### src/slc_ram.sv
// generic single write port ram with registered read
`default_nettype none

module slc_ram #(
    parameter int WIDTH = 24,
    parameter int DEPTH = 64
) (
    input  wire logic                     clk,
    input  wire logic                     wr_en,
    input  wire logic [$clog2(DEPTH)-1:0] wr_addr,
    input  wire logic [WIDTH-1:0]         wr_data,
    input  wire logic                     rd_en,
    input  wire logic [$clog2(DEPTH)-1:0] rd_addr,
    output logic      [WIDTH-1:0]         rd_data
);

    logic [WIDTH-1:0] mem [DEPTH];

    always_ff @(posedge clk)
    begin
        if (wr_en)
        begin
            mem[wr_addr] <= wr_data;
        end
        if (rd_en)
        begin
            rd_data <= mem[rd_addr];
        end
    end

endmodule

`default_nettype wire

### config.mk
export PLATFORM = sky130hd
export DESIGN_NAME = slc_ram
export DESIGN_NICKNAME = d
export VERILOG_FILES = /design/src/slc_ram.sv
export SDC_FILE = /design/constraint.sdc
export NUM_CORES = 1
export LEC_CHECK = 0
export BUFFER_PORTS_ARGS = -buffer_cell sky130_fd_sc_hd__buf_4
export CORE_UTILIZATION = 35
export DETAILED_ROUTE_END_ITERATION = 16
export HOLD_SLACK_MARGIN = 0.1
export SLEW_MARGIN = 40
export SYNTH_ARGS = -nofsm -noshare
export SYNTH_HDL_FRONTEND = slang
export SYNTH_SLANG_ARGS = --single-unit
### constraint.sdc
create_clock -name clk -period 5.4 [get_ports clk]
set_clock_uncertainty 0.05 [all_clocks]
set_input_delay 0.54 -clock clk [delete_from_list [all_inputs] [get_ports clk]]
set_output_delay 0.54 -clock clk [all_outputs]
set_load 0.05 [all_outputs]
==> impl_metrics.json <==
{
  "ir_worst_vdd_uv": 362,
  "place_hpwl_um": 80800,
  "avgRoutedWirePerCell_um": 27.9,
  "ys_seq_elements": 1560,
  "path_class": "in2reg",
  "io_pins": 63,
  "whs_path_depth": 2,
  "nFillCells": 14600,
  "cp.arrival_ps": 3410,
  "max-slew-margin-rel": 0.406,
  "antenna_found_initial": 4,
  "grt_overflow": 0,
  "dieArea_sq_um": 172000,
  "vias": 27600,
  "reg2regPathDepth": 5,
  "syn_area_sq_um": 59500,
  "nets": 2824,
  "wl_met3_um": 9610,
  "finalCritPeriodShare": 0.542,
  "h-tree-depth": 4,
  "leakage_nw": 21.0,
  "drive_gt1_frac": 0.292,
  "finalNonFillerCells": 5115,
  "yosys_most_used_dff": "edfxtp_1",
  "ant_nets": 0,
  "rsz0062_at_grt": "false",
  "critPathMaxFanout": 62,
  "hold_violations": 0,
  "drv_cap": 0,
  "met2WireLength_um": 71000,
  "die_h_um": 414,
  "grt_pass1_wl_um": 205000,
  "setup_viol_count_final": 0,
  "grt_max_degree": 114,
  "cts_tree": "yes",
  "worst_slew_pin_slew_ps": 892,
  "die_x_um": 414,
  "fmax_mhz": 341,
  "first_global_vias": 28300,
  "seqCellArea_sq_um": 46800,
  "dr.pass1.iters": 5,
  "synthArstFlopShare": 0,
  "synth_cell_types": 39,
  "dpl-instance-area_sq_um": 63300,
  "run_status": "complete, no violations",
  "worstReg2RegStart": "mem[55][1]",
  "yosysWarnings": 0,
  "drc": 0,
  "dp_cells": 4837,
  "cts_resized": 0,
  "max-clock-path-buffers": 3,
  "worstSetupEndpointType": "register",
  "clk_pin_slew_ps": 70,
  "syn-num-nets": 2649,
  "syn2layout_area_growth_pct": 14.1,
  "r2r_slack_ps": 2900,
  "hold_end": "mem[48][3]",
  "std_cell_rows": 150,
  "final_max_slew_viol_count": 0,
  "holdBufCountCts": 0,
  "fin_area_sq_um": 67900,
  "via_per_inst": 5.40,
  "coreArea_sq_um": 168000,
  "fin_crit_ps": 2930,
  "power_density_nw_per_um2": 364,
  "start_util": 0.354,
  "multi_input_area_sq_um": 12200,
  "dr.max_layer_used": "met5",
  "cts_buffers": 150,
  "seq_area_frac_synth": 0.787,
  "setup_tns_ps": 0,
  "cp.required_ps": 5890,
  "synth_cells": 2610,
  "reg2reg_to": "rd_data[1]",
  "wl_um": 143000,
  "synth_area_leader_cell": "edfxtp_1",
  "synth.avg_cell_area_sq_um": 22.8,
  "hold_class": "in2reg",
  "clk-insertion-delay-late_ps": 790,
  "io_buffers": 62,
  "synth_top_area_frac": 0.787,
  "synth_edf_count": 1560,
  "synth.top_cells.by_area": "edfxtp_1 (79%), mux4_2 (13%), mux2i_1 (1.6%)",
  "m1WireLength_um": 56700,
  "start_kind": "input pin",
  "cts_root_buf": "clkbuf_16",
  "clock_sinks": 1560,
  "grtUsageTotal": 0.166,
  "first_iter_violations": 2760,
  "post_cts_buffers": 0,
  "hp-start": "wr_addr[2]",
  "place_congestion": 0.785
}
## layout make-up
cell class,count,share of cell area
clock inverters,86,0.00942
flip-flops and latches,1560,0.690
multi-input cells,906,0.180
repair buffers,165,0.0220
diodes,3,0.000111
inverters,2,0.000111
well taps,2204,0.0406
clock buffers,189,0.0584
## state kept, by name, summed over array words and instances, names as in the netlist
| register | cells |
|---|---|
| rd_data | 24 |
| mem | 1536 |
## per-stage QoR
step | hold slack (ps) | util | power (W) | setup slack [ps]
after floorplan | 589 | - | 0.0144 | 2210
after global placement | 834 | 0.375 | 0.0150 | 1610
after detailed placement | 846 | 0.377 | 0.0150 | 1630
after CTS | 128 | 0.404 | 0.0249 | 2460
after global routing | 152 | 0.404 | 0.0254 | 2320
final | 176 | 0.404 | 0.0247 | 2470
## per-layer routing
layer	GRT usage	vias up
met5	0	-
met4	0.0669	2
met3	0.0338	246
met2	0.274	1012
met1	0.213	14800
li1	-	11500
## how the worst max path moves through the flow
stage | endpoint | cells past startpoint | slack (ps) | start
floorplan | mem[48][0] | 4 | 2210 | wr_addr[3]
global placement | rd_data[10] | 7 | 1610 | rd_addr[2]
detailed placement | rd_data[10] | 10 | 1630 | rd_addr[0]
CTS | rd_data[10] | 10 | 2460 | rd_addr[0]
global route | rd_data[10] | 10 | 2320 | rd_addr[0]
finish | rd_data[10] | 10 | 2470 | rd_addr[0]
## synthesized netlist by cell type, types with 9 or more instances
| cell type | n |
|---|---|
| o22ai_1 | 53 |
| edfxtp_1 | 1560 |
| clkbuf_1 | 44 |
| nor2b_1 | 9 |
| o21a_1 | 13 |
| o21ai_0 | 12 |
| mux2i_1 | 95 |
| mux4_2 | 355 |
| buf_2 | 45 |
| a221oi_1 | 52 |
| a31oi_1 | 13 |
| nand3_1 | 20 |
| buf_4 | 31 |
| buf_1 | 13 |
| and3_1 | 16 |
| or3_1 | 10 |
| a22oi_1 | 29 |
| a21oi_1 | 22 |
| mux2_2 | 53 |
| nor2_1 | 80 |
| nand2_1 | 36 |
## placed cells by master (no fill, tap or decap), types with 16 or more instances in the layout
cell type  count
mux2i_1       95
mux2_2        53
clkbuf_16    153
clkbuf_1      36
and3_1        16
nor2_1        17
a221oi_1      52
a22oi_1       29
a21oi_1       22
buf_4        143
clkinv_2      26
nand2_1       36
nor2_4        17
mux4_2       355
nor2_2        46
o22ai_1       53
clkinv_1      38
edfxtp_1    1560
nand3_1       20
## kinds of logic (layout without fill, tap and decap cells)
family | after synthesis | in the layout | synth area share
flops | 1560 | 1560 | 0.787
compound gates | 207 | 207 | 0.0243
other cells | 0 | 3 | 0
simple gates | 196 | 196 | 0.0155
mux | 503 | 503 | 0.160
buf+inv | 144 | 442 | 0.0131
## power by group
group	switching, W	internal, W
sequential	0.0000399	0.0134
combinational	0.000788	0.000447
clock	0.00444	0.00555
total	0.00527	0.0194
## worst max-delay path, cell delays in order
cell      delay, ps
buf_8           190
buf_16          270
buf_12          260
buf_12          440
mux4_2          580
mux2_2          290
o22ai_1         200
a221oi_1        100
buf_2           200
o21a_1          180
Note: power is estimated with default switching activity, not from simulation.
