## config.mk

```make
export PLATFORM = sky130hd
export DESIGN_NAME = slc_front_flat
export DESIGN_NICKNAME = d
export VERILOG_FILES = /design/src/slc_pkg.sv /design/src/slc_if.sv /design/src/slc_front.sv /design/src/flat_wrapper.sv
export SDC_FILE = /design/constraint.sdc
export NUM_CORES = 1
export LEC_CHECK = 0
export BUFFER_PORTS_ARGS = -buffer_cell sky130_fd_sc_hd__buf_2
export CORE_MARGIN = 2
export CORE_UTILIZATION = 45
export CTS_BUF_LIST = sky130_fd_sc_hd__clkbuf_16
export CTS_CLUSTER_SIZE = 40
export DETAILED_ROUTE_END_ITERATION = 10
export MAX_ROUTING_LAYER = met4
export PLACE_DENSITY = 0.83
export SYNTH_ARGS = -nofsm -noshare
export SYNTH_HDL_FRONTEND = slang
export SYNTH_SLANG_ARGS = --single-unit
```

## constraint.sdc

```tcl
create_clock -name clk -period 3.15 [get_ports clk]
set_input_delay 0.315 -clock clk [delete_from_list [all_inputs] [get_ports clk]]
set_output_delay 0.315 -clock clk [all_outputs]
set_load 0.1 [all_outputs]
```

## src/slc_pkg.sv

```systemverilog
// shared types and constants for the scaled linear convolution block
`default_nettype none

package slc_pkg;

    localparam int SAMPLE_W  = 24;
    localparam int TS_W      = 16;
    localparam int FRAC_W    = 16;
    localparam int VALUE_W   = 32;
    localparam int INDEX_W   = 6;
    // counts cover the largest supported length limit (32)
    localparam int CNT_W     = 6;
    // number of buffer banks, also the number of runs that may be outstanding
    localparam int RUN_SLOTS = 2;

    localparam logic [TS_W-1:0] TS_RESET = 16'hFFFF;

    typedef logic [CNT_W-1:0] count_t;

    typedef struct packed {
        logic   bank;
        count_t len1;
        count_t len2;
        logic   overflow;
    } run_desc_t;

    typedef enum logic [2:0] {
        BK_IDLE,
        BK_START,
        BK_ISSUE,
        BK_DRAIN,
        BK_MAG,
        BK_MUL,
        BK_RND,
        BK_OUT
    } back_state_t;

endpackage

`default_nettype wire

```

## src/slc_if.sv

```systemverilog
// valid/ready channel interfaces for input and result words
`default_nettype none

interface slc_in_if;
    logic                              valid;
    logic                              ready;
    logic                              seq_select;
    logic signed [slc_pkg::SAMPLE_W-1:0] sample;
    logic                              seq_last;

    modport source (output valid, seq_select, sample, seq_last, input ready);
    modport sink (input valid, seq_select, sample, seq_last, output ready);
endinterface


`default_nettype wire

```

## src/slc_front.sv

```systemverilog
// loader: accepts words, fills the free buffer bank and posts finished runs
`default_nettype none

module slc_front #(
    parameter int MAX_LEN = 32,
    parameter int IDX_W   = 5
) (
    input  wire logic                     clk,
    input  wire logic                     rst_n,
    slc_in_if.sink                        in_ch,
    output logic                          wr_en1,
    output logic                          wr_en2,
    output logic [IDX_W:0]                wr_addr,
    output logic [slc_pkg::SAMPLE_W-1:0]  wr_data,
    output logic                          push,
    output slc_pkg::run_desc_t            push_desc,
    input  wire logic                     run_done
);

    localparam slc_pkg::count_t CNT_MAX    = slc_pkg::CNT_W'(MAX_LEN);
    localparam logic [1:0]      CREDIT_MAX = 2'(slc_pkg::RUN_SLOTS);

    logic            bank_reg, bank_next;
    slc_pkg::count_t cnt1_reg, cnt1_next;
    slc_pkg::count_t cnt2_reg, cnt2_next;
    logic            done1_reg, done1_next;
    logic            done2_reg, done2_next;
    logic            ovf_reg, ovf_next;
    logic [1:0]      credits_reg, credits_next;

    logic            accept;
    slc_pkg::count_t sel_cnt;
    logic            sel_done;

    assign in_ch.ready = (credits_reg != CREDIT_MAX);
    assign accept      = in_ch.valid && in_ch.ready;
    assign sel_cnt     = in_ch.seq_select ? cnt2_reg : cnt1_reg;
    assign sel_done    = in_ch.seq_select ? done2_reg : done1_reg;
    assign wr_addr     = {bank_reg, sel_cnt[IDX_W-1:0]};
    assign wr_data     = in_ch.sample;

    always_comb
    begin
        bank_next  = bank_reg;
        cnt1_next  = cnt1_reg;
        cnt2_next  = cnt2_reg;
        done1_next = done1_reg;
        done2_next = done2_reg;
        ovf_next   = ovf_reg;
        wr_en1     = 1'b0;
        wr_en2     = 1'b0;
        push       = 1'b0;

        if (accept && !sel_done)
        begin
            if (sel_cnt < CNT_MAX)
            begin
                if (in_ch.seq_select)
                begin
                    wr_en2    = 1'b1;
                    cnt2_next = cnt2_reg + 1'b1;
                end
                else
                begin
                    wr_en1    = 1'b1;
                    cnt1_next = cnt1_reg + 1'b1;
                end
            end
            else
            begin
                // sequence full: word dropped
                ovf_next = 1'b1;
            end
            if (in_ch.seq_last)
            begin
                if (in_ch.seq_select)
                begin
                    done2_next = 1'b1;
                end
                else
                begin
                    done1_next = 1'b1;
                end
            end
        end

        push_desc.bank     = bank_reg;
        push_desc.len1     = cnt1_next;
        push_desc.len2     = cnt2_next;
        push_desc.overflow = ovf_next;

        if (done1_next && done2_next)
        begin
            push       = 1'b1;
            bank_next  = ~bank_reg;
            cnt1_next  = '0;
            cnt2_next  = '0;
            done1_next = 1'b0;
            done2_next = 1'b0;
            ovf_next   = 1'b0;
        end

        case ({push, run_done})
            2'b10:   credits_next = credits_reg + 1'b1;
            2'b01:   credits_next = credits_reg - 1'b1;
            default: credits_next = credits_reg;
        endcase
    end

    always_ff @(posedge clk or negedge rst_n)
    begin
        if (!rst_n)
        begin
            bank_reg    <= 1'b0;
            cnt1_reg    <= '0;
            cnt2_reg    <= '0;
            done1_reg   <= 1'b0;
            done2_reg   <= 1'b0;
            ovf_reg     <= 1'b0;
            credits_reg <= '0;
        end
        else
        begin
            bank_reg    <= bank_next;
            cnt1_reg    <= cnt1_next;
            cnt2_reg    <= cnt2_next;
            done1_reg   <= done1_next;
            done2_reg   <= done2_next;
            ovf_reg     <= ovf_next;
            credits_reg <= credits_next;
        end
    end

endmodule

`default_nettype wire

```

## src/flat_wrapper.sv

```systemverilog
// flat-port wrapper written by rule: the top's interface ports become plain ports
module slc_front_flat 
#(
    parameter int MAX_LEN = 32,
    parameter int IDX_W   = 5
)
  (clk, rst_n, wr_en1, wr_en2, wr_addr, wr_data, push, push_desc, run_done, in_ch_valid, in_ch_seq_select, in_ch_sample, in_ch_seq_last, in_ch_ready);
  slc_in_if in_ch_i ();
  input  wire logic clk;
  input  wire logic rst_n;
  output logic wr_en1;
  output logic wr_en2;
  output logic [IDX_W:0] wr_addr;
  output logic [slc_pkg::SAMPLE_W-1:0] wr_data;
  output logic push;
  output slc_pkg::run_desc_t push_desc;
  input  wire logic run_done;
  input wire logic [$bits(in_ch_i.valid)-1:0] in_ch_valid;
  input wire logic [$bits(in_ch_i.seq_select)-1:0] in_ch_seq_select;
  input wire logic [$bits(in_ch_i.sample)-1:0] in_ch_sample;
  input wire logic [$bits(in_ch_i.seq_last)-1:0] in_ch_seq_last;
  output wire logic [$bits(in_ch_i.ready)-1:0] in_ch_ready;
  assign in_ch_i.valid = in_ch_valid;
  assign in_ch_i.seq_select = in_ch_seq_select;
  assign in_ch_i.sample = in_ch_sample;
  assign in_ch_i.seq_last = in_ch_seq_last;
  assign in_ch_ready = in_ch_i.ready;
  slc_front #(.MAX_LEN(MAX_LEN), .IDX_W(IDX_W)) u_core (.clk(clk), .rst_n(rst_n), .in_ch(in_ch_i), .wr_en1(wr_en1), .wr_en2(wr_en2), .wr_addr(wr_addr), .wr_data(wr_data), .push(push), .push_desc(push_desc), .run_done(run_done));
endmodule
```

==> summary.md <==
| Metric | Value |
|---|---|
| Largest net degree at the start of global routing | 19 |
| FF+latch count, synth | 18 |
| Seq/Total Area, Yosys | 0.348 |
| Critical-path cell list | nor3b_2, nand4_2, or3_4, nand2_1, buf_2 |
| TritonRoute pass-1 iters | 4 |
| FF/Latch Area | 450 um^2 |
| CTS H-tree lvls | 1 |
| Unique masters post-synth | 39 |
| Die height | 57.6 um |
| Slowest cell on crit path | dfrtp_1 |
| R2R Path Start | u_core.credits_reg[0]$_DFFE_PN0P_ |
| RSZ-0062 raised after global routing | no |
| Crit path buffers/inverters | 1 |
| Num Clock Sinks | 18 |
| Fmax achieved | 425 MHz |
| Crit-path max cell delay | 460 ps |
| Synthesized area | 0.00129 mm^2 |
| Worst-Margin Slew | 502 ps |
| Number of global-route vias before repair | 874 |
| Drc violations | 0 |
| Final Setup Violations | 0 |
| Fin crit period | 2350 ps |
| Via-to-Cell Ratio | 5.46 |
| Initial antenna violation count | 0 |
| DR iter-0 viols | 10 |
| Die width | 57.6 um |
| Hpwl dp | 1820 um |
| Core ar. | 0.00273 mm^2 |
| CP required | 2830 ps |
| Cell Pwr Density | 1260 mW/mm^2 |
| Critical R2R Capture | u_core.credits_reg[1]$_DFFE_PN0P_ |
| Synth warn | 0 |
| Placed inst area | 0.00126 mm^2 |
| Async SR Flop Fraction | 1.00 |
| CTS tree | yes |
| Ports | 78 |
| Outcome | finished, final reports clean |
| Critical path class | flop to output pin |
| Final hold violation count | 0 |
| Layout area overhead | 3.97% |
| Mean Syn Cell Area | 10.8 um^2 |
| Clk_skew | 2.79 ps |
| Syn_nets | 153 |
| Most common cell after layout, fill and taps aside | buf_2 |
| Routability congestion estimate | 0.956 |
| Post-Syn Instances | 120 |
| Vias post-DR | 846 |
| Maximum fanout along the worst path | 5 |
| Worst min-delay path endpoint | u_core.done2_reg$_DFF_PN0_ |
| Cell Rows | 19 |
| Critical Path AT | 2040 ps |
| CP top delay family | simple AND/OR/NAND/NOR gates |
| Routed WL | 2480 um |
| Starting Density | 0.473 |
| Setup TNS | 0 ps |
| Share of cells above drive strength 1 | 0.419 |
| Area of the multi-input gates | 607 um^2 |
| Worst skew pair latency | 250 ps |
| Critical path capture point type | output pin |
| CP startpoint kind | flop |
| MaxCap Viol Count | 0 |
| Max-slew violation count | 0 |
| Post-CTS Setup Repair Bufs | 0 |
| Clk slew on worst S/H paths | 50 ps |
| Commonest non-fill, non-tap cells in the layout | buf_2 (29), dfrtp_1 (18), nor2b_1 (12) |
| Port Buffer Count | 29 |
| Post-synth EDFFs | 0 |
| Remaining Overflow, GRT | 0 |
| Slew margin rel. | 0.667 |
| CTS buffer count | 3 |
| Synth Flop Type | dfrtp_1 |
| Total Nets Final | 158 |
| Crit share post-route | 0.746 |
| Root Buffer | clkbuf_16 |
| FF-to-FF setup slack | 1370 ps |
| Die Area | 0.00332 mm^2 |
| Peak supply drop | 1.02 mV |
| Post-DRT Antenna Nets | 0 |
| Worst Hold Class | input port to flop |
| Post-route cell area | 0.00135 mm^2 |
| Clock tree buffer depth | 2 |
| Diode count | 0 |
| GR Util All Layers | 0.170 |
| Wirelength per Cell | 16.0 um |
| Filler instances | 239 |
| FF-to-FF path depth | 7 |
| LEAKAGE | 0.704 nW |
| Critical hold path startpoint | in_ch_seq_last |
| Hold path cells | 3 |
| First-pass GRT wire length | 4140 um |
## cell usage after synthesis (all sizes together) (2+ instances only)
cell,n,share of area
buf,31,0.18
dfrtp,18,0.35
nor2b,12,0.058
and3,7,0.035
mux2,7,0.064
xnor2,7,0.047
nand4,5,0.029
xor2,4,0.033
ha,3,0.029
nand2,3,0.0087
a21oi,2,0.011
inv,2,0.0058
nand2b,2,0.015
nand3,2,0.017
nor2,2,0.0058
## worst min-delay path, cell delays in order
cell and delay [ps]:
buf_2 140, nand3_1 80, a21oi_1 60
## final cells by class
type,instances,area share
clock inverters,1,0.00279
repair buffers,31,0.121
flip-flops and latches,18,0.335
multi-input cells,69,0.451
clock buffers,3,0.0558
inverters,2,0.00558
well taps,31,0.0288
## how the worst max path moves through the flow
stage                               startpoint                            to  slack (ps)  cells past startpoint
floorplan           u_core.done1_reg$_DFF_PN0_  u_core.cnt1_reg[0]$_DFF_PN0_          90                      5
global placement              in_ch_seq_select                  push_desc[5]         970                      6
detailed placement            in_ch_seq_select                  push_desc[5]         950                      6
CTS                 u_core.done2_reg$_DFF_PN0_                  push_desc[5]         790                      5
global route        u_core.done2_reg$_DFF_PN0_                  push_desc[5]         690                      5
finish              u_core.done2_reg$_DFF_PN0_                  push_desc[5]         800                      5
## kinds of logic after synthesis
group,after synthesis,share of synthesized area
AO/OA/AOI/OAI,10,0.0841
multiplexers,7,0.0638
flip-flops,18,0.348
adder cells (fa/ha/maj),3,0.0290
XOR/XNOR,11,0.0803
AND/OR/NAND/NOR,38,0.206
buffers and inverters,33,0.189
## per-stage QoR
stage	cells	hold slack (ps)	power [mW]	util	worst slack [ps]
global placement	150	258	1.43	0.459	974
floorplan	120	19.4	1.48	-	86.7
global route	155	412	1.77	0.492	690
detailed placement	150	263	1.44	0.459	945
finish	155	389	1.70	0.492	799
CTS	155	390	1.71	0.492	792
## routing by layer
metal	up-vias	part of all wire	track usage
li1	386	-	-
met1	408	0.41	0.199
met2	37	0.46	0.247
met3	15	0.097	0.0714
met4	0	0.037	0.0930
met5	-	0	-
## report_power, final
group | switching (mW) | internal [mW] | total (mW)
Combinational | 0.852 | 0.208 | 1.06
Clock | 0.0872 | 0.169 | 0.256
Sequential | 0.0836 | 0.297 | 0.381
## what timing repair did
item,CTS,global route
hold endpoints to repair,12,0
resized for setup,0,0
hold buffers,1,0
(Power assumes the default switching activity.)
