--- config.mk ---
export PLATFORM = sky130hd
export DESIGN_NAME = slc_back_flat
export DESIGN_NICKNAME = d
export VERILOG_FILES = /design/src/slc_pkg.sv /design/src/slc_if.sv /design/src/slc_back.sv /design/src/flat_wrapper.sv
export SDC_FILE = /design/constraint.sdc
export NUM_CORES = 2
export LEC_CHECK = 0
export BUFFER_PORTS_ARGS = -buffer_cell sky130_fd_sc_hd__buf_2
export CORE_UTILIZATION = 65
export DETAILED_ROUTE_END_ITERATION = 6
export PLACE_DENSITY = 0.92
export SLEW_MARGIN = 30
export SYNTH_ARGS = -nofsm -noshare
export SYNTH_HDL_FRONTEND = slang
export SYNTH_SLANG_ARGS = --single-unit
--- constraint.sdc ---
create_clock -name clk -period 14.9 [get_ports clk]
set_clock_uncertainty 0.2 [all_clocks]
set_input_delay 2.235 -clock clk [delete_from_list [all_inputs] [get_ports clk]]
set_output_delay 2.235 -clock clk [all_outputs]
set_load 0.02 [all_outputs]
--- src/slc_pkg.sv ---
// shared types and constants for the scaled linear convolution block
`default_nettype none

package slc_pkg;

    localparam int SAMPLE_W  = 24;
    localparam int TS_W      = 16;
    localparam int FRAC_W    = 16;
    localparam int VALUE_W   = 32;
    localparam int INDEX_W   = 6;
    // counts cover the largest supported length limit (32)
    localparam int CNT_W     = 6;
    // number of buffer banks, also the number of runs that may be outstanding
    localparam int RUN_SLOTS = 2;

    localparam logic [TS_W-1:0] TS_RESET = 16'hFFFF;

    typedef logic [CNT_W-1:0] count_t;

    typedef struct packed {
        logic   bank;
        count_t len1;
        count_t len2;
        logic   overflow;
    } run_desc_t;

    typedef enum logic [2:0] {
        BK_IDLE,
        BK_START,
        BK_ISSUE,
        BK_DRAIN,
        BK_MAG,
        BK_MUL,
        BK_RND,
        BK_OUT
    } back_state_t;

endpackage

`default_nettype wire

--- src/slc_if.sv ---
// valid/ready channel interfaces for input and result words
`default_nettype none


interface slc_out_if;
    logic                                valid;
    logic                                ready;
    logic signed [slc_pkg::VALUE_W-1:0]  conv_value;
    logic [slc_pkg::INDEX_W-1:0]         out_index;
    logic                                out_last;
    logic                                overflow;

    modport source (output valid, conv_value, out_index, out_last, overflow, input ready);
    modport sink (input valid, conv_value, out_index, out_last, overflow, output ready);
endinterface

`default_nettype wire

--- src/slc_back.sv ---
// engine: multiply-accumulate over one bank, then scale, round and saturate
`default_nettype none

module slc_back #(
    parameter int MAX_LEN = 32,
    parameter int IDX_W   = 5
) (
    input  wire logic                     clk,
    input  wire logic                     rst_n,
    input  wire logic [slc_pkg::TS_W-1:0] bin_width,
    input  wire logic                     q_valid,
    input  slc_pkg::run_desc_t            q_head,
    output logic                          pop,
    output logic                          rd_en,
    output logic [IDX_W:0]                rd_addr1,
    output logic [IDX_W:0]                rd_addr2,
    input  wire logic [slc_pkg::SAMPLE_W-1:0] rd_data1,
    input  wire logic [slc_pkg::SAMPLE_W-1:0] rd_data2,
    slc_out_if.source                     out_ch,
    output logic                          run_done
);

    localparam int PROD_W = 2 * slc_pkg::SAMPLE_W;
    localparam int ACC_W  = PROD_W + $clog2(MAX_LEN) + 1;
    localparam int P_W    = ACC_W + 1;
    localparam int Q_W    = ACC_W + 2 - slc_pkg::FRAC_W;
    localparam int KS_W   = slc_pkg::INDEX_W + 1;

    localparam logic [ACC_W+1:0] ROUND_HALF = (ACC_W+2)'(32'h8000);
    localparam logic [Q_W-1:0]   POS_LIM    = Q_W'(64'h7FFF_FFFF);
    localparam logic [Q_W-1:0]   NEG_LIM    = Q_W'(64'h8000_0000);
    localparam logic [slc_pkg::VALUE_W-1:0] NEG_SAT = 32'h8000_0000;

    slc_pkg::back_state_t state_reg, state_next;
    slc_pkg::run_desc_t   desc_reg, desc_next;
    logic [slc_pkg::INDEX_W-1:0] k_reg, k_next;
    logic [slc_pkg::INDEX_W-1:0] i_reg, i_next;
    logic [slc_pkg::INDEX_W-1:0] ihi_reg, ihi_next;
    logic                 rd_v_reg;
    logic                 prod_v_reg;
    logic signed [PROD_W-1:0] prod_reg;
    logic signed [ACC_W-1:0]  acc_reg, acc_next;
    logic                 neg_reg;
    logic [ACC_W-1:0]     mag_reg;
    logic [P_W-1:0]       p_reg;
    logic [slc_pkg::VALUE_W-1:0] value_reg, value_next;

    logic [slc_pkg::INDEX_W-1:0] j_idx;
    logic [slc_pkg::INDEX_W-1:0] i_lo;
    logic [slc_pkg::INDEX_W-1:0] i_hi;
    logic                 last_k;
    logic                 out_take;
    logic [ACC_W-1:0]     hi_prod;
    logic [31:0]          lo_prod;
    logic [ACC_W+1:0]     p_rnd;
    logic [Q_W-1:0]       q;

    assign j_idx    = k_reg - i_reg;
    assign rd_addr1 = {desc_reg.bank, i_reg[IDX_W-1:0]};
    assign rd_addr2 = {desc_reg.bank, j_idx[IDX_W-1:0]};
    // last position is len1 + len2 - 2
    assign last_k   = (KS_W'(k_reg) + KS_W'(2)) == (KS_W'(desc_reg.len1) + KS_W'(desc_reg.len2));

    // first and last terms that touch position k
    assign i_lo = (k_reg >= desc_reg.len2) ? (k_reg - desc_reg.len2 + 1'b1) : '0;
    assign i_hi = (k_reg < desc_reg.len1) ? k_reg : (desc_reg.len1 - 1'b1);

    assign hi_prod = mag_reg[ACC_W-1:slc_pkg::FRAC_W] * bin_width;
    assign lo_prod = mag_reg[slc_pkg::FRAC_W-1:0] * bin_width;
    assign p_rnd   = {1'b0, p_reg} + ROUND_HALF;
    assign q       = p_rnd[ACC_W+1:slc_pkg::FRAC_W];

    assign out_ch.valid      = (state_reg == slc_pkg::BK_OUT);
    assign out_ch.conv_value = value_reg;
    assign out_ch.out_index  = k_reg;
    assign out_ch.out_last   = last_k;
    assign out_ch.overflow   = desc_reg.overflow;
    assign out_take          = out_ch.valid && out_ch.ready;
    assign run_done          = out_take && last_k;

    always_comb
    begin
        state_next = state_reg;
        desc_next  = desc_reg;
        k_next     = k_reg;
        i_next     = i_reg;
        ihi_next   = ihi_reg;
        pop        = 1'b0;
        rd_en      = 1'b0;

        case (state_reg)
            slc_pkg::BK_IDLE:
            begin
                if (q_valid)
                begin
                    pop        = 1'b1;
                    desc_next  = q_head;
                    k_next     = '0;
                    state_next = slc_pkg::BK_START;
                end
            end
            slc_pkg::BK_START:
            begin
                i_next     = i_lo;
                ihi_next   = i_hi;
                state_next = slc_pkg::BK_ISSUE;
            end
            slc_pkg::BK_ISSUE:
            begin
                rd_en = 1'b1;
                if (i_reg == ihi_reg)
                begin
                    state_next = slc_pkg::BK_DRAIN;
                end
                else
                begin
                    i_next = i_reg + 1'b1;
                end
            end
            slc_pkg::BK_DRAIN:
            begin
                if (!rd_v_reg && !prod_v_reg)
                begin
                    state_next = slc_pkg::BK_MAG;
                end
            end
            slc_pkg::BK_MAG:
            begin
                state_next = slc_pkg::BK_MUL;
            end
            slc_pkg::BK_MUL:
            begin
                state_next = slc_pkg::BK_RND;
            end
            slc_pkg::BK_RND:
            begin
                state_next = slc_pkg::BK_OUT;
            end
            slc_pkg::BK_OUT:
            begin
                if (out_take)
                begin
                    if (last_k)
                    begin
                        state_next = slc_pkg::BK_IDLE;
                    end
                    else
                    begin
                        k_next     = k_reg + 1'b1;
                        state_next = slc_pkg::BK_START;
                    end
                end
            end
            default:
            begin
                state_next = slc_pkg::BK_IDLE;
            end
        endcase
    end

    always_comb
    begin
        if (state_reg == slc_pkg::BK_START)
        begin
            acc_next = '0;
        end
        else if (prod_v_reg)
        begin
            acc_next = acc_reg + ACC_W'(prod_reg);
        end
        else
        begin
            acc_next = acc_reg;
        end

        // round half away from zero on the magnitude, then clamp
        if (!neg_reg)
        begin
            value_next = (q > POS_LIM) ? POS_LIM[slc_pkg::VALUE_W-1:0]
                                       : q[slc_pkg::VALUE_W-1:0];
        end
        else
        begin
            value_next = (q > NEG_LIM) ? NEG_SAT
                                       : (slc_pkg::VALUE_W'(0) - q[slc_pkg::VALUE_W-1:0]);
        end
    end

    always_ff @(posedge clk or negedge rst_n)
    begin
        if (!rst_n)
        begin
            state_reg  <= slc_pkg::BK_IDLE;
            rd_v_reg   <= 1'b0;
            prod_v_reg <= 1'b0;
        end
        else
        begin
            state_reg  <= state_next;
            rd_v_reg   <= rd_en;
            prod_v_reg <= rd_v_reg;
        end
    end

    always_ff @(posedge clk)
    begin
        desc_reg <= desc_next;
        k_reg    <= k_next;
        i_reg    <= i_next;
        ihi_reg  <= ihi_next;
        prod_reg <= $signed(rd_data1) * $signed(rd_data2);
        acc_reg  <= acc_next;
        if (state_reg == slc_pkg::BK_MAG)
        begin
            neg_reg <= acc_reg[ACC_W-1];
            mag_reg <= acc_reg[ACC_W-1] ? ACC_W'(-acc_reg) : ACC_W'(acc_reg);
        end
        if (state_reg == slc_pkg::BK_MUL)
        begin
            p_reg <= {1'b0, hi_prod} + P_W'(lo_prod[31:slc_pkg::FRAC_W]);
        end
        if (state_reg == slc_pkg::BK_RND)
        begin
            value_reg <= value_next;
        end
    end

endmodule

`default_nettype wire

--- src/flat_wrapper.sv ---
// flat-port wrapper written by rule: the top's interface ports become plain ports
module slc_back_flat 
#(
    parameter int MAX_LEN = 32,
    parameter int IDX_W   = 5
)
  (clk, rst_n, bin_width, q_valid, q_head, pop, rd_en, rd_addr1, rd_addr2, rd_data1, rd_data2, run_done, out_ch_valid, out_ch_conv_value, out_ch_out_index, out_ch_out_last, out_ch_overflow, out_ch_ready);
  slc_out_if out_ch_i ();
  input  wire logic clk;
  input  wire logic rst_n;
  input  wire logic [slc_pkg::TS_W-1:0] bin_width;
  input  wire logic q_valid;
  input  slc_pkg::run_desc_t q_head;
  output logic pop;
  output logic rd_en;
  output logic [IDX_W:0] rd_addr1;
  output logic [IDX_W:0] rd_addr2;
  input  wire logic [slc_pkg::SAMPLE_W-1:0] rd_data1;
  input  wire logic [slc_pkg::SAMPLE_W-1:0] rd_data2;
  output logic run_done;
  output wire logic [$bits(out_ch_i.valid)-1:0] out_ch_valid;
  output wire logic [$bits(out_ch_i.conv_value)-1:0] out_ch_conv_value;
  output wire logic [$bits(out_ch_i.out_index)-1:0] out_ch_out_index;
  output wire logic [$bits(out_ch_i.out_last)-1:0] out_ch_out_last;
  output wire logic [$bits(out_ch_i.overflow)-1:0] out_ch_overflow;
  input wire logic [$bits(out_ch_i.ready)-1:0] out_ch_ready;
  assign out_ch_valid = out_ch_i.valid;
  assign out_ch_conv_value = out_ch_i.conv_value;
  assign out_ch_out_index = out_ch_i.out_index;
  assign out_ch_out_last = out_ch_i.out_last;
  assign out_ch_overflow = out_ch_i.overflow;
  assign out_ch_i.ready = out_ch_ready;
  slc_back #(.MAX_LEN(MAX_LEN), .IDX_W(IDX_W)) u_core (.clk(clk), .rst_n(rst_n), .bin_width(bin_width), .q_valid(q_valid), .q_head(q_head), .pop(pop), .rd_en(rd_en), .rd_addr1(rd_addr1), .rd_addr2(rd_addr2), .rd_data1(rd_data1), .rd_data2(rd_data2), .out_ch(out_ch_i), .run_done(run_done));
endmodule
==> results.toml <==
[outcome]
outcome = "finished, violations left"
violations = "DRC"

[clocking]
numCtsBuffers = 30
cts_buffer_depth = 3
postCtsSetupBuffers = 0
cts.sink_count = 266
path_clk_slew_ps = 60
cts_resized = 0
clockRootBuffer = "clkbuf_16"
htree_num_levels = 1
cts_tree = "done"
clk_latency_ps = 630
hold_buffers = 0

[critical_path]
rr_worst_depth = 37
cp_data_arrival_time_ps = 13950
cp.required_ps = 15050
r2r-start = "u_core.mag_reg[9]"
r2r-end = "u_core.p_reg[52]"
critPathBufInv = 6
critPathMaxFanout = 49
critPathTopFamily = "adder cells"
timing.critical_path.mode_cell = "fa_1"
startpoint_type = "input pin"
critPathCaptureType = "register"
cp_slowest_stage_delay_ps = 880
crit_start = "bin_width[1]"
reg2reg_slack_ps = 2410
cp_slowest_cell = "o311ai_0"
worstSetupPathType = "input pin to register"

[logic_synthesis]
synth_top_area_share_pct = 42.11
synthFlopType = "edfxtp_1"
synth.yosys.seq_area_share_pct = 11.04
ys_seq_elements = 266
yosysTopAreaCell = "fa_1"
syn_nets = 8696
synthMuxAreaShare_pct = 0.7102
synth_warnings = 0
synth-simple-area-share_pct = 16.54
synth_edf_count = 159
synth_compound_area_share_pct = 6.511
synth_area_leaders = "fa_1 42%, ha_1 9.5%, inv_1 8.0%"
synthAdderAreaFrac_pct = 51.64
synth_top_family_by_area = "adder cells"
ys_types = 81
syn_inst = 6812
avgSynthCellArea_sq_um = 9.233
syn_area_sq_um = 62900
synth-async-reset-ratio_pct = 1.880
synthXorXnorAreaFrac_pct = 3.648

[global_route]
grt.total_usage_pct = 36.36
grt_max_degree = 58
antenna_found_initial = 6
grt_pass1_vias = 55110
grt_pass1_wl_mm = 280.0
grt_remaining_overflow = 0

[die]
die_area_sq_um = 98010
core_sq_um = 95440
die_width_um = 313.1
initial_core_util_pct = 65.90
rows = 113
die_h_um = 313.1
pin_count = 138

[flow_run]
drv_cap = 0

[placement]
dpl_worst_slack_ps = 734.4
globalplace.congestion = 0.9690
hpwl_mm = 132.3
port_buffers = 137
place_area_sq_um = 64220

[min_path]
whs_endpoint = "u_core.prod_v_reg"
hp-start = "u_core.rd_v_reg"
holdPathStages = 0
hp-class = "register to register"

[finish]
fin_nets = 8586
area_growth_pct = 3.714
design_area_sq_um = 65230
drive_gt1_share_pct = 3.806
fin_util_pct = 68.35

[sta]
final_max_slew_viol_count = 0
fin_ws_ps = 1102
setup_tns_ps = 0
fmax_mhz = 72.47
post-route-period-util_pct = 92.61
hold_viol = 0
finalSetupViolCount = 0
relSlewSlack_pct = 24.05
fin_crit_ps = 13800
rsz0062_at_grt = "false"
tightest_slew_ps = 1139

[drt]
drtIter0Drc = 5198
drtAntennaViolNets = 0
drc = 3
drt-pass1-iter-count = 7
vias_per_cell = 6.196
routedWlPerCell_um = 21.79
wirelength_mm = 174.2
vias = 49530
## layer usage
metal | vias up | GRT usage (%) | wire (um)
met5 | - | 0 | 58
met4 | 8 | 25.70 | 14730
met3 | 1231 | 8.734 | 19980
met2 | 3415 | 60.88 | 83170
met1 | 24250 | 40.97 | 56270
li1 | 20620 | - | -
## Yosys cell counts, types with 24 or more instances
| cell type | number |
|---|---|
| o21ai_0 | 116 |
| edfxtp_1 | 159 |
| inv_1 | 1339 |
| or3_1 | 25 |
| nor3_1 | 66 |
| nor2_1 | 156 |
| a21oi_1 | 179 |
| ha_1 | 479 |
| o21a_1 | 28 |
| mux2i_1 | 39 |
| a31oi_1 | 27 |
| dfxtp_1 | 102 |
| and2_1 | 544 |
| xnor2_1 | 188 |
| nand3_1 | 73 |
| a211oi_1 | 24 |
| o21bai_1 | 26 |
| clkbuf_1 | 293 |
| o31ai_1 | 24 |
| a21o_1 | 105 |
| nor2b_1 | 24 |
| nand2_1 | 1052 |
| fa_1 | 1323 |
| and3_1 | 30 |
| nand2b_1 | 55 |
| xor2_1 | 74 |
| nand4_1 | 47 |
## worst max path at each step
stage,endpoint,slack (ps),cells past startpoint
6_report,u_core.p_reg[52],1100,38
5_1_grt,u_core.p_reg[52],660,38
4_1_cts,u_core.p_reg[52],1330,38
3_5_place_dp,u_core.p_reg[52],730,37
3_3_place_gp,u_core.p_reg[54],1030,38
2_1_floorplan,u_core.p_reg[54],2080,38
## per-stage QoR
| stage | cells | hold slack, ps |
|---|---|---|
| floorplan | 6812 | 148.8 |
| global placement | 7935 | 155.7 |
| detailed placement | 7935 | 171.4 |
| CTS | 7991 | 185.7 |
| global route | 7993 | 205.4 |
| finish | 7993 | 191.0 |
## area by class of cell
| class | instances | area [sq um] |
|---|---|---|
| Multi-Input combinational cell | 4894 | 49730 |
| Fill cell | 6613 | 30200 |
| Sequential cell | 266 | 6947 |
| Inverter | 1339 | 5026 |
| Tap cell | 1265 | 1583 |
| Timing Repair Buffer | 171 | 943.4 |
| Clock buffer | 34 | 765.7 |
| Clock inverter | 22 | 234.0 |
| Antenna cell | 2 | 5.005 |
## placed cells by master (no fill, tap or decap), drive strengths merged, types with 74 or more instances in the layout
| master | Yosys | final |
|---|---|---|
| dfxtp | 102 | 102 |
| o21ai | 121 | 121 |
| ha | 479 | 479 |
| xnor2 | 188 | 188 |
| a21o | 105 | 105 |
| xor2 | 74 | 74 |
| edfxtp | 159 | 159 |
| a21oi | 179 | 179 |
| buf | 20 | 171 |
| nand2 | 1052 | 1052 |
| and2 | 545 | 545 |
| fa | 1323 | 1323 |
| nand3 | 75 | 75 |
| inv | 1339 | 1341 |
| nor2 | 157 | 157 |
## logic make-up after synthesis
logic type	after synthesis
adders and majority gates	1802
AOI/OAI and AO/OA	636
muxes	44
and+or+nand+nor	2150
xor gates and xnor gates	262
DFF	266
buffers and inverters	1652
Power is not shown: default switching activity piles up to over one toggle a cycle in this logic, so the estimate is an artifact.
