## src/slc_pkg.sv

```systemverilog
// shared types and constants for the scaled linear convolution block
`default_nettype none

package slc_pkg;

    localparam int SAMPLE_W  = 24;
    localparam int TS_W      = 16;
    localparam int FRAC_W    = 16;
    localparam int VALUE_W   = 32;
    localparam int INDEX_W   = 6;
    // counts cover the largest supported length limit (32)
    localparam int CNT_W     = 6;
    // number of buffer banks, also the number of runs that may be outstanding
    localparam int RUN_SLOTS = 2;

    localparam logic [TS_W-1:0] TS_RESET = 16'hFFFF;

    typedef logic [CNT_W-1:0] count_t;

    typedef struct packed {
        logic   bank;
        count_t len1;
        count_t len2;
        logic   overflow;
    } run_desc_t;

    typedef enum logic [2:0] {
        BK_IDLE,
        BK_START,
        BK_ISSUE,
        BK_DRAIN,
        BK_MAG,
        BK_MUL,
        BK_RND,
        BK_OUT
    } back_state_t;

endpackage

`default_nettype wire

```

## src/slc_queue.sv

```systemverilog
// two entry queue of run descriptors between loader and engine
`default_nettype none

module slc_queue (
    input  wire logic               clk,
    input  wire logic               rst_n,
    input  wire logic               push,
    input  slc_pkg::run_desc_t      push_desc,
    input  wire logic               pop,
    output slc_pkg::run_desc_t      head,
    output logic                    not_empty,
    output logic                    full
);

    localparam logic [1:0] DEPTH = 2'(slc_pkg::RUN_SLOTS);

    slc_pkg::run_desc_t entry_reg [slc_pkg::RUN_SLOTS];
    logic               wr_ptr_reg, wr_ptr_next;
    logic               rd_ptr_reg, rd_ptr_next;
    logic [1:0]         level_reg, level_next;
    logic               do_push;
    logic               do_pop;

    assign not_empty = (level_reg != 2'd0);
    assign full      = (level_reg == DEPTH);
    assign head      = entry_reg[rd_ptr_reg];
    assign do_push   = push && !full;
    assign do_pop    = pop && not_empty;

    always_comb
    begin
        wr_ptr_next = do_push ? ~wr_ptr_reg : wr_ptr_reg;
        rd_ptr_next = do_pop ? ~rd_ptr_reg : rd_ptr_reg;
        case ({do_push, do_pop})
            2'b10:   level_next = level_reg + 1'b1;
            2'b01:   level_next = level_reg - 1'b1;
            default: level_next = level_reg;
        endcase
    end

    always_ff @(posedge clk)
    begin
        if (do_push)
        begin
            entry_reg[wr_ptr_reg] <= push_desc;
        end
    end

    always_ff @(posedge clk or negedge rst_n)
    begin
        if (!rst_n)
        begin
            wr_ptr_reg <= 1'b0;
            rd_ptr_reg <= 1'b0;
            level_reg  <= '0;
        end
        else
        begin
            wr_ptr_reg <= wr_ptr_next;
            rd_ptr_reg <= rd_ptr_next;
            level_reg  <= level_next;
        end
    end

endmodule

`default_nettype wire

```

## config.mk

```make
export PLATFORM = sky130hd
export DESIGN_NAME = slc_queue
export DESIGN_NICKNAME = d
export VERILOG_FILES = /design/src/slc_pkg.sv /design/src/slc_queue.sv
export SDC_FILE = /design/constraint.sdc
export NUM_CORES = 1
export LEC_CHECK = 0
export ABC_AREA = 0
export ABC_CLOCK_PERIOD_IN_PS = 1600
export BUFFER_PORTS_ARGS = -buffer_cell sky130_fd_sc_hd__buf_2
export CAP_MARGIN = 20
export CELL_PAD_IN_SITES_DETAIL_PLACEMENT = 1
export CELL_PAD_IN_SITES_GLOBAL_PLACEMENT = 2
export CORE_UTILIZATION = 25
export CTS_CLUSTER_SIZE = 12
export DETAILED_ROUTE_END_ITERATION = 8
export GPL_ROUTABILITY_DRIVEN = 0
export PLACE_DENSITY_LB_ADDON = 0.1
export SYNTH_ARGS = -nofsm -noshare
export SYNTH_HDL_FRONTEND = slang
export SYNTH_SLANG_ARGS = --single-unit
```

## constraint.sdc

```tcl
create_clock -name clk -period 1.6 [get_ports clk]
set_input_delay 0.48 -clock clk [delete_from_list [all_inputs] [get_ports clk]]
set_output_delay 0.48 -clock clk [all_outputs]
set_load 0.05 [all_outputs]
```

==> results of run 1 <==
synth_stat cells:
library cell  count
and2_4            1
edfxtp_1         28
ha_1              1
buf_6             1
inv_1             1
buf_2             1
xnor2_1           3
nor2_1            2
mux2_2           14
nand2b_1          1
or2_1             1
xor2_1            2
nand2_1           1
and3_1            1
dfrtp_1           4
metal layers:
metal  vias up  wire [um]  share of wire
li1        325          -              -
met1       331        921           0.41
met2        23       1170           0.52
met3         3        115          0.051
met4         0         25          0.011
met5         -          0              0
per-stage QoR:
| step | instance area [sq um] | std cells | util | setup TNS, ns | setup slack [ns] |
|---|---|---|---|---|---|
| global route | 1830 | 163 | 0.405 | -3.29 | -0.243 |
| detailed placement | 1490 | 152 | 0.330 | 0 | 0.0423 |
| CTS | 1810 | 163 | 0.402 | -3.02 | -0.228 |
| finish | 1830 | 163 | 0.405 | -2.64 | -0.198 |
| floorplan | 1220 | 62 | - | 0 | 0.0653 |
| global placement | 1490 | 152 | 0.330 | 0 | 0.0688 |
timing repair:
item | 4_1_cts | 5_1_grt
gates cloned | 0 | 0
setup buffers | 3 | 0
endpoints found under the setup margin | 16 | 16
endpoints found under the hold margin | 4 | 0
pin swaps | 0 | 1
hold buffers | 1 | 0
resized for setup | 63 | 3
worst max-delay path: cells and delay by family, from the launching register on:
family                 cells  cell delay (ns)
buffers and inverters      2             0.32
DFF                        1             0.41
muxes                      1             0.32
report_power, final:
part	leakage (uW)	internal (uW)	switching, uW
clock network	0.0000410	295	265
logic	0.000417	1050	1170
registers	0.000307	1160	92.0
total	0.000764	2500	1530
cell type report:
cell class,count,area [sq um]
fill,452,2680
sequential,32,941
timing repair buffer,44,418
multi-input combinational,27,320
clock buffer,6,72.6
tap,52,65.1
clock inverter,1,5.00
inverter,1,3.75
worst max path at each step:
stage,end,slack (ns),depth (start not counted)
detailed placement,head[13],0.04,3
global route,head[13],-0.24,3
global placement,head[0],0.07,3
finish,head[13],-0.20,3
CTS,head[13],-0.23,3
floorplan,head[0],0.07,3
logic make-up after synthesis:
family,count (synthesis)
xor+xnor,5
mux,14
simple gates,7
flops,32
fa+ha+maj,1
buf+inv,3
==> run metrics, run 1 <==
CP Capture Type output pin; HPWL after DPL 1580 um; final worst path period share 1.12; ANT nets after route 0; Largest register FFs 28; reg-to-reg setup timing slack 0.09 ns; crit path time final 1.80 ns; DR iter-0 viols 23; DIE AREA 0.00514 sq mm; per-cell routed wire length 13.7 um; Hold Slack 0.390 ns; post-synthesis sequential area ratio 0.775; top-area cell type share of the netlist area 0.693; Max H-tree Level 2; reg2reg start level_reg[1]; post-synthesis adder-cell area fraction 0.0103; largest net degree at the start of global routing 10; drt pass-1 iters 2; Worst Max-Slew Pin Slew 0.167 ns; crit path launch rd_ptr_reg; Clock Path Buffers 2; Syn Inst Count 62; synthesis-to-layout area growth 50.4%; initial antenna violation count 0; status finished with violations; final worst setup slack -0.198 ns; first-pass GRT wire length 3620 um; vias per cell 4.18; Core Box Area 0.00450 sq mm; top achievable clock speed 556 MHz; CTS clk-pin slew, worst paths 0.06 ns; vias in the first global route 765; worst rel slew slack 0.888; main combinational cell family by area after synthesis multiplexers; worst vdd ir 0.703 mV; I/O pin total 34; met3 Use GR 0.0408; Pwr Total 4030 uW; Synth Area in Simple Gates 0.0320; clock sinks 32; CP max stage cell dfrtp_1; Yosys cell types 15; setup violators final 14; largest area contributor in the netlist edfxtp_1; gr ovfl total 0; Synth Register Bits 32; most frequent cells in the layout edfxtp_1, buf_2, buf_8; CP Cell Sequence buf_6, mux2_4, buf_8; Hold Crit Endpoint entry_reg[0][6]; area of the mapped netlist 0.00121 sq mm; critical path fanouts, max 6; Crit Reg-Reg Endpoint level_reg[1]; post-synthesis compound-gate area fraction 0; clock latency on the worst-skew pair 0.27 ns; Hold Crit Class input port to flop; commonest non-fill, non-tap cell in the layout edfxtp_1; # diodes 0; Die Wd 71.7 um; post-synthesis xor/xnor area fraction 0.0361; unrepaired setup endpoints after global routing true; largest stage delay on the critical path 0.41 ns; worst path required time 1.12 ns; num rows 24; crit path kind flop to output pin; min-delay src push_desc[6]; top post-synthesis cells by area edfxtp_1, mux2_2, dfrtp_1, xnor2_1, xor2_1; final WL 2240 um; Worst EP arrival 1.32 ns; final hold vios 0; number of port buffers 33; R2R depth 5; grt met2 use 0.164; Final Skew 0.00267 ns; pwr/cell area 2210 mW/mm^2; Critical Path Source Type flop; GRT Util Overall 0.0973; met1 Usage GRT 0.112; CTS Buf Count 5; DIE HEIGHT 71.7 um; Mean Syn Cell Area 19.6 sq um; Most Crowded Layer GR met2; post-route DRC violation count 0; post-synthesis mux area share 0.130; failing checks setup timing; Hold Path Stages 1; CTS tree built; total number of vias 682; nets@finish 130; Static Leak 0.000764 uW; CTS Root Cell clkbuf_8; final slew viol count 0; Starting Density 0.269; # Max-Cap Violations 0; Syn Nets 81; Yosys warning count 0; share of cells above drive strength 1 0.613
Power figures use the tool's default switching activity.
==> run 2: changes to the inputs <==
--- a/config.mk
+++ b/config.mk
@@ -5,7 +5,7 @@
 export SDC_FILE = /design/constraint.sdc
 export NUM_CORES = 1
 export LEC_CHECK = 0
-export ABC_AREA = 0
+export ABC_AREA = 1
 export ABC_CLOCK_PERIOD_IN_PS = 1600
 export BUFFER_PORTS_ARGS = -buffer_cell sky130_fd_sc_hd__buf_2
 export CAP_MARGIN = 20
==> run 2 against run 1 <==
Effect of this change: the run still ends with setup timing left; global-route usage up 2.1 points; design area down 2.9%; clock-buffer cell count up 1; sequential share of layout area up 1.7 points; sequential cell count unchanged; non-clock buffer count down 3; synthesized cell count up 69%; worst hold slack about the same; critical endpoint is now head[6]; largest power group unchanged.
==> run metrics, run 2 <==
Worst Max-Slew Pin Slew 0.238 ns; Die Wd 73.0 um; I/O pin total 34; post-synthesis sequential area ratio 0.748; Mean Syn Cell Area 12.0 sq um; worst path required time 1.12 ns; post-route DRC violation count 0; Worst EP arrival 1.18 ns; R2R depth 9; Syn Nets 124; number of port buffers 33; status finished with violations; drt pass-1 iters 2; Largest register FFs 28; Area after DPL 0.00153 sq mm; worst rel slew slack 0.840; synthesis-to-layout area growth 40.8%; top cells by count, synth nand2_1, edfxtp_1, inv_1; CTS Buf Count 5; Core Box Area 0.00479 sq mm; gr ovfl total 0; Main synth FF type edfxtp_1; Critical Path Source Type flop; CTS Root Cell clkbuf_8; final hold vios 0; worst vdd ir 0.650 mV; # Max-Cap Violations 0; pwr/cell area 2310 mW/mm^2; post-layout util 0.370; reg-to-reg setup timing slack 0.21 ns; vias in the first global route 948; DIE HEIGHT 73.0 um; EDFF count, synth 28; Crit Reg-Reg Endpoint level_reg[1]; Yosys warning count 0; largest area contributor in the netlist edfxtp_1; top post-synthesis cells by area edfxtp_1, nand2_1, dfrtp_1, inv_1, nand3_1; Hold Crit Class input port to flop; setup violators final 14; reg2reg start level_reg[0]; Starting Density 0.263; most frequent cells in the layout nand2_1, edfxtp_1, buf_2; Yosys cell types 16; Clock Path Buffers 2; count leader, synth nand2_1; clock sinks 32; unrepaired setup endpoints after global routing true; Static Leak 0.000789 uW; Max H-tree Level 2; ANT nets after route 0; crit path kind flop to output pin; nets@finish 169; GRT Util Overall 0.119; final WL 2670 um; area of the multi-input gates 255 sq um; first-pass GRT wire length 4380 um; failing checks setup timing; Synth Register Bits 32; clock latency on the worst-skew pair 0.28 ns; Final Skew 0.00620 ns; num rows 25; # diodes 0; vias per cell 3.99; initial antenna violation count 0; commonest non-fill, non-tap cell in the layout nand2_1; DIE AREA 0.00532 sq mm; crit path launch rd_ptr_reg; Non-Filler Cell Area, Final 0.00177 sq mm; DR iter-0 viols 36; crit path time final 1.66 ns; largest net degree at the start of global routing 16; CP Capture Point head[6]; CP Capture Type output pin; async set-reset flop share out of synthesis 0.125; final worst setup slack -0.0615 ns; top-area cell type share of the netlist area 0.668; area of the mapped netlist 0.00126 sq mm; critical path fanouts, max 7; final slew viol count 0; share of cells above drive strength 1 0.371; total number of vias 869; per-cell routed wire length 12.3 um; final worst path period share 1.04; top achievable clock speed 602 MHz; Hold Slack 0.390 ns; Hold Path Stages 1; Fillers 528; CTS tree built; Syn Inst Count 105; register area 943 sq um; HPWL after DPL 1950 um; CTS clk-pin slew, worst paths 0.07 ns
run 2: worst min path at each step:
stage                   from          endpoint  slack, ns
3_5_place_dp           rst_n        wr_ptr_reg       0.30
2_1_floorplan          rst_n      level_reg[0]       0.18
6_report       push_desc[13]  entry_reg[0][13]       0.39
4_1_cts        push_desc[13]  entry_reg[1][13]       0.38
3_3_place_gp           rst_n        wr_ptr_reg       0.30
5_1_grt        push_desc[13]  entry_reg[1][13]       0.37
run 2: routing by layer:
| layer | vias to the layer above | wire, um | GRT usage |
|---|---|---|---|
| li1 | 428 | - | - |
| met1 | 415 | 1190 | 0.127 |
| met2 | 21 | 1340 | 0.204 |
| met3 | 5 | 103 | 0.0428 |
| met4 | 0 | 47 | 0.0654 |
| met5 | - | 0 | 0 |
run 2: per-stage QoR:
stage          power [uW]  TNS (ns)  worst slack (ns)  cells
4_1_cts              4130     -1.18            -0.106    218
3_5_place_dp         2990         0             0.129    208
6_report             4090    -0.511           -0.0615    218
2_1_floorplan        2560         0            0.0242    105
5_1_grt              4350     -1.68            -0.149    218
3_3_place_gp         2970         0             0.153    208
run 2: layout make-up:
| class | count | area share |
|---|---|---|
| repair buffers | 41 | 0.183 |
| clock inverters | 1 | 0.0169 |
| multi-input cells | 61 | 0.144 |
| inverters | 9 | 0.0219 |
| well taps | 67 | 0.0473 |
| flip-flops and latches | 32 | 0.532 |
| clock buffers | 7 | 0.0544 |
run 2: cell families (layout without fill, tap and decap cells):
family | Yosys count | in the layout | share of synthesized area
AOI/OAI and AO/OA | 1 | 1 | 0.00397
xor gates and xnor gates | 1 | 1 | 0.00696
adders and majority gates | 1 | 1 | 0.00994
buffers and inverters | 12 | 58 | 0.0497
DFF | 32 | 32 | 0.748
and+or+nand+nor | 58 | 58 | 0.182
run 2: timing repair:
| action | CTS | global route |
|---|---|---|
| gates resized for setup | 29 | 5 |
| hold endpoints to repair | 4 | 0 |
| buffers inserted | 1 | 0 |
| hold buffers | 1 | 0 |
| endpoints found under the setup margin | 16 | 16 |
| gates cloned | 0 | 0 |
run 2: power breakdown:
group          switching (uW)  internal (uW)  total, uW  leakage (uW)
clock                     286            549        835     0.0000645
combinational            1350            662       2010      0.000419
sequential               89.4           1160       1250      0.000306
total                    1730           2370       4090      0.000789
run 2: worst max-delay path, stage by stage (launching register included):
cell	delay [ns]
dfrtp_2	0.44
buf_4	0.18
nand2_1	0.06
nand2_1	0.07
buf_6	0.16
==> run 3: changes to the inputs <==
--- a/config.mk
+++ b/config.mk
@@ -7,7 +7,7 @@
 export LEC_CHECK = 0
 export ABC_AREA = 1
 export ABC_CLOCK_PERIOD_IN_PS = 1600
-export BUFFER_PORTS_ARGS = -buffer_cell sky130_fd_sc_hd__buf_2
+export BUFFER_PORTS_ARGS = -buffer_cell sky130_fd_sc_hd__clkbuf_2
 export CAP_MARGIN = 20
 export CELL_PAD_IN_SITES_DETAIL_PLACEMENT = 1
 export CELL_PAD_IN_SITES_GLOBAL_PLACEMENT = 2
==> run 3 against run 2 <==
Effect of this change: the run still ends with setup timing left; total power shrank 2.9%; sequential share of layout area shrank 0.67 points; combinational power grew 5%; first-iteration DRC count grew 14%; via count grew 0.35%; core utilization grew 0.47 points; sequential cell count is the same; clock-buffer cell count is the same; clock skew shrank 0.0027 ns; design area grew 1.3%.
==> run metrics, run 3 (synthesized netlist as in run 2, its figures left out) <==
status finished with violations; failing checks setup timing; vias per cell 3.98; # Max-Cap Violations 0; Final Skew 0.00354 ns; reg2reg start level_reg[0]; Crit Reg-Reg Endpoint level_reg[1]; Max H-tree Level 2; post-route DRC violation count 0; CTS clk-pin slew, worst paths 0.06 ns; nets@finish 170; reg-to-reg setup timing slack 0.19 ns; I/O pin total 34; vias in the first global route 897; worst rel slew slack 0.838; crit path kind flop to output pin; share of cells above drive strength 1 0.362; final worst path period share 1.04; Hold Crit Class input port to flop; ANT nets after route 0; commonest non-fill, non-tap cell in the layout nand2_1; min-delay src push_desc[4]; Clock Path Buffers 2; R2R depth 9; final worst setup slack -0.0593 ns; largest net degree at the start of global routing 16; synthesis-to-layout area growth 42.5%; Hold Slack 0.390 ns; top achievable clock speed 603 MHz; total number of vias 872; Non-Filler Cell Area, Final 0.00179 sq mm; CP Capture Type output pin; largest stage delay on the critical path 0.44 ns; Core Box Area 0.00479 sq mm; first-pass GRT wire length 4160 um; per-cell routed wire length 11.6 um; HPWL after DPL 1810 um; Hold Crit Endpoint entry_reg[0][4]; Starting Density 0.263; Area after DPL 0.00153 sq mm; CP Cell Sequence buf_4, nand2_1, nand2_1, clkbuf_8; DIE HEIGHT 73.0 um; clock sinks 32; Largest register FFs 28; unrepaired setup endpoints after global routing true; critical path fanouts, max 8; worst vdd ir 0.751 mV; DIE AREA 0.00532 sq mm; crit path time final 1.66 ns; Hold Path Stages 1; Static Leak 0.000799 uW; final WL 2550 um; pwr/cell area 2220 mW/mm^2; clock latency on the worst-skew pair 0.28 ns; gr ovfl total 0; drt pass-1 iters 2; most frequent cells in the layout nand2_1, edfxtp_1, clkbuf_8; CP dominant cell by count nand2_1; Place WS 0.113 ns; post-layout util 0.375; num rows 25; final slew viol count 0; worst path required time 1.12 ns; initial antenna violation count 0; GRT Util Overall 0.110; DR iter-0 viols 41; Fillers 545; CTS Root Cell clkbuf_8; Die Wd 73.0 um; CTS Buf Count 5; Worst Max-Slew Pin Slew 0.241 ns; Worst EP arrival 1.18 ns; Critical Path Source Type flop; CP max stage cell dfrtp_2; final hold vios 0; Pwr Total 3980 uW; CTS tree built; # diodes 0; number of port buffers 33; setup violators final 14
-- run 3: cell count changes in the layout (fill, tap and decap cells not counted) --
cell,change
buf_4,-1
clkinv_1,+1
bufinv_16,-1
nor2_2,-1
nor2_4,+1
clkbuf_8,+13
clkbuf_2,+17
buf_8,+1
clkbuf_1,+1
buf_2,-17
buf_6,-13
-- run 3: timing repair --
item	in CTS	in global routing
buffers inserted	1	1
endpoints found under the setup margin	16	16
gates resized for setup	31	8
pin swaps	1	0
endpoints found under the hold margin	4	0
hold buffers	1	0
-- run 3: worst max path at each step --
stage               startpoint         endpoint  slack, ns  cells after the start
floorplan                 push  entry_reg[1][0]       0.02                      2
global placement    rd_ptr_reg          head[6]       0.13                      4
detailed placement  rd_ptr_reg          head[9]       0.11                      4
CTS                 rd_ptr_reg          head[9]      -0.11                      4
global route        rd_ptr_reg          head[5]      -0.13                      4
finish              rd_ptr_reg          head[1]      -0.06                      4
-- run 3: cell type report --
cell class / count / area (sq um) / share of cell area
Sequential cell: 32 / 943 / 0.526
Timing Repair Buffer: 42 / 378 / 0.211
Multi-Input combinational cell: 61 / 260 / 0.145
Inverter: 9 / 38.8 / 0.0216
Tap cell: 67 / 83.8 / 0.0467
Clock buffer: 7 / 86.3 / 0.0481
Clock inverter: 1 / 3.75 / 0.00209
-- run 3: layer usage --
layer  vias up  routed length [um]  track usage
met1       409                1110        0.131
met5         -                   0            0
li1        434                   -            -
met3         6                 121       0.0387
met2        23                1270        0.177
met4         0                  53       0.0523
-- run 3: critical path: cells and delay by family (launching register included) --
kind / cells / cell delay, ns
and+or+nand+nor: 2 / 0.12
DFF: 1 / 0.44
buffers and inverters: 2 / 0.35
-- run 3: metrics by stage --
| stage | TNS, ns | instances |
|---|---|---|
| after CTS | -1.24 | 218 |
| after global routing | -1.68 | 219 |
| final | -0.598 | 219 |
| after floorplan | 0 | 105 |
| after detailed placement | 0 | 208 |
| after global placement | 0 | 208 |
-- run 3: where the power goes --
part | switching (uW) | internal (uW) | leakage [uW] | total [uW]
Combinational | 1350 | 763 | 0.000447 | 2110
Clock | 271 | 344 | 0.0000459 | 615
Sequential | 95.6 | 1160 | 0.000306 | 1250
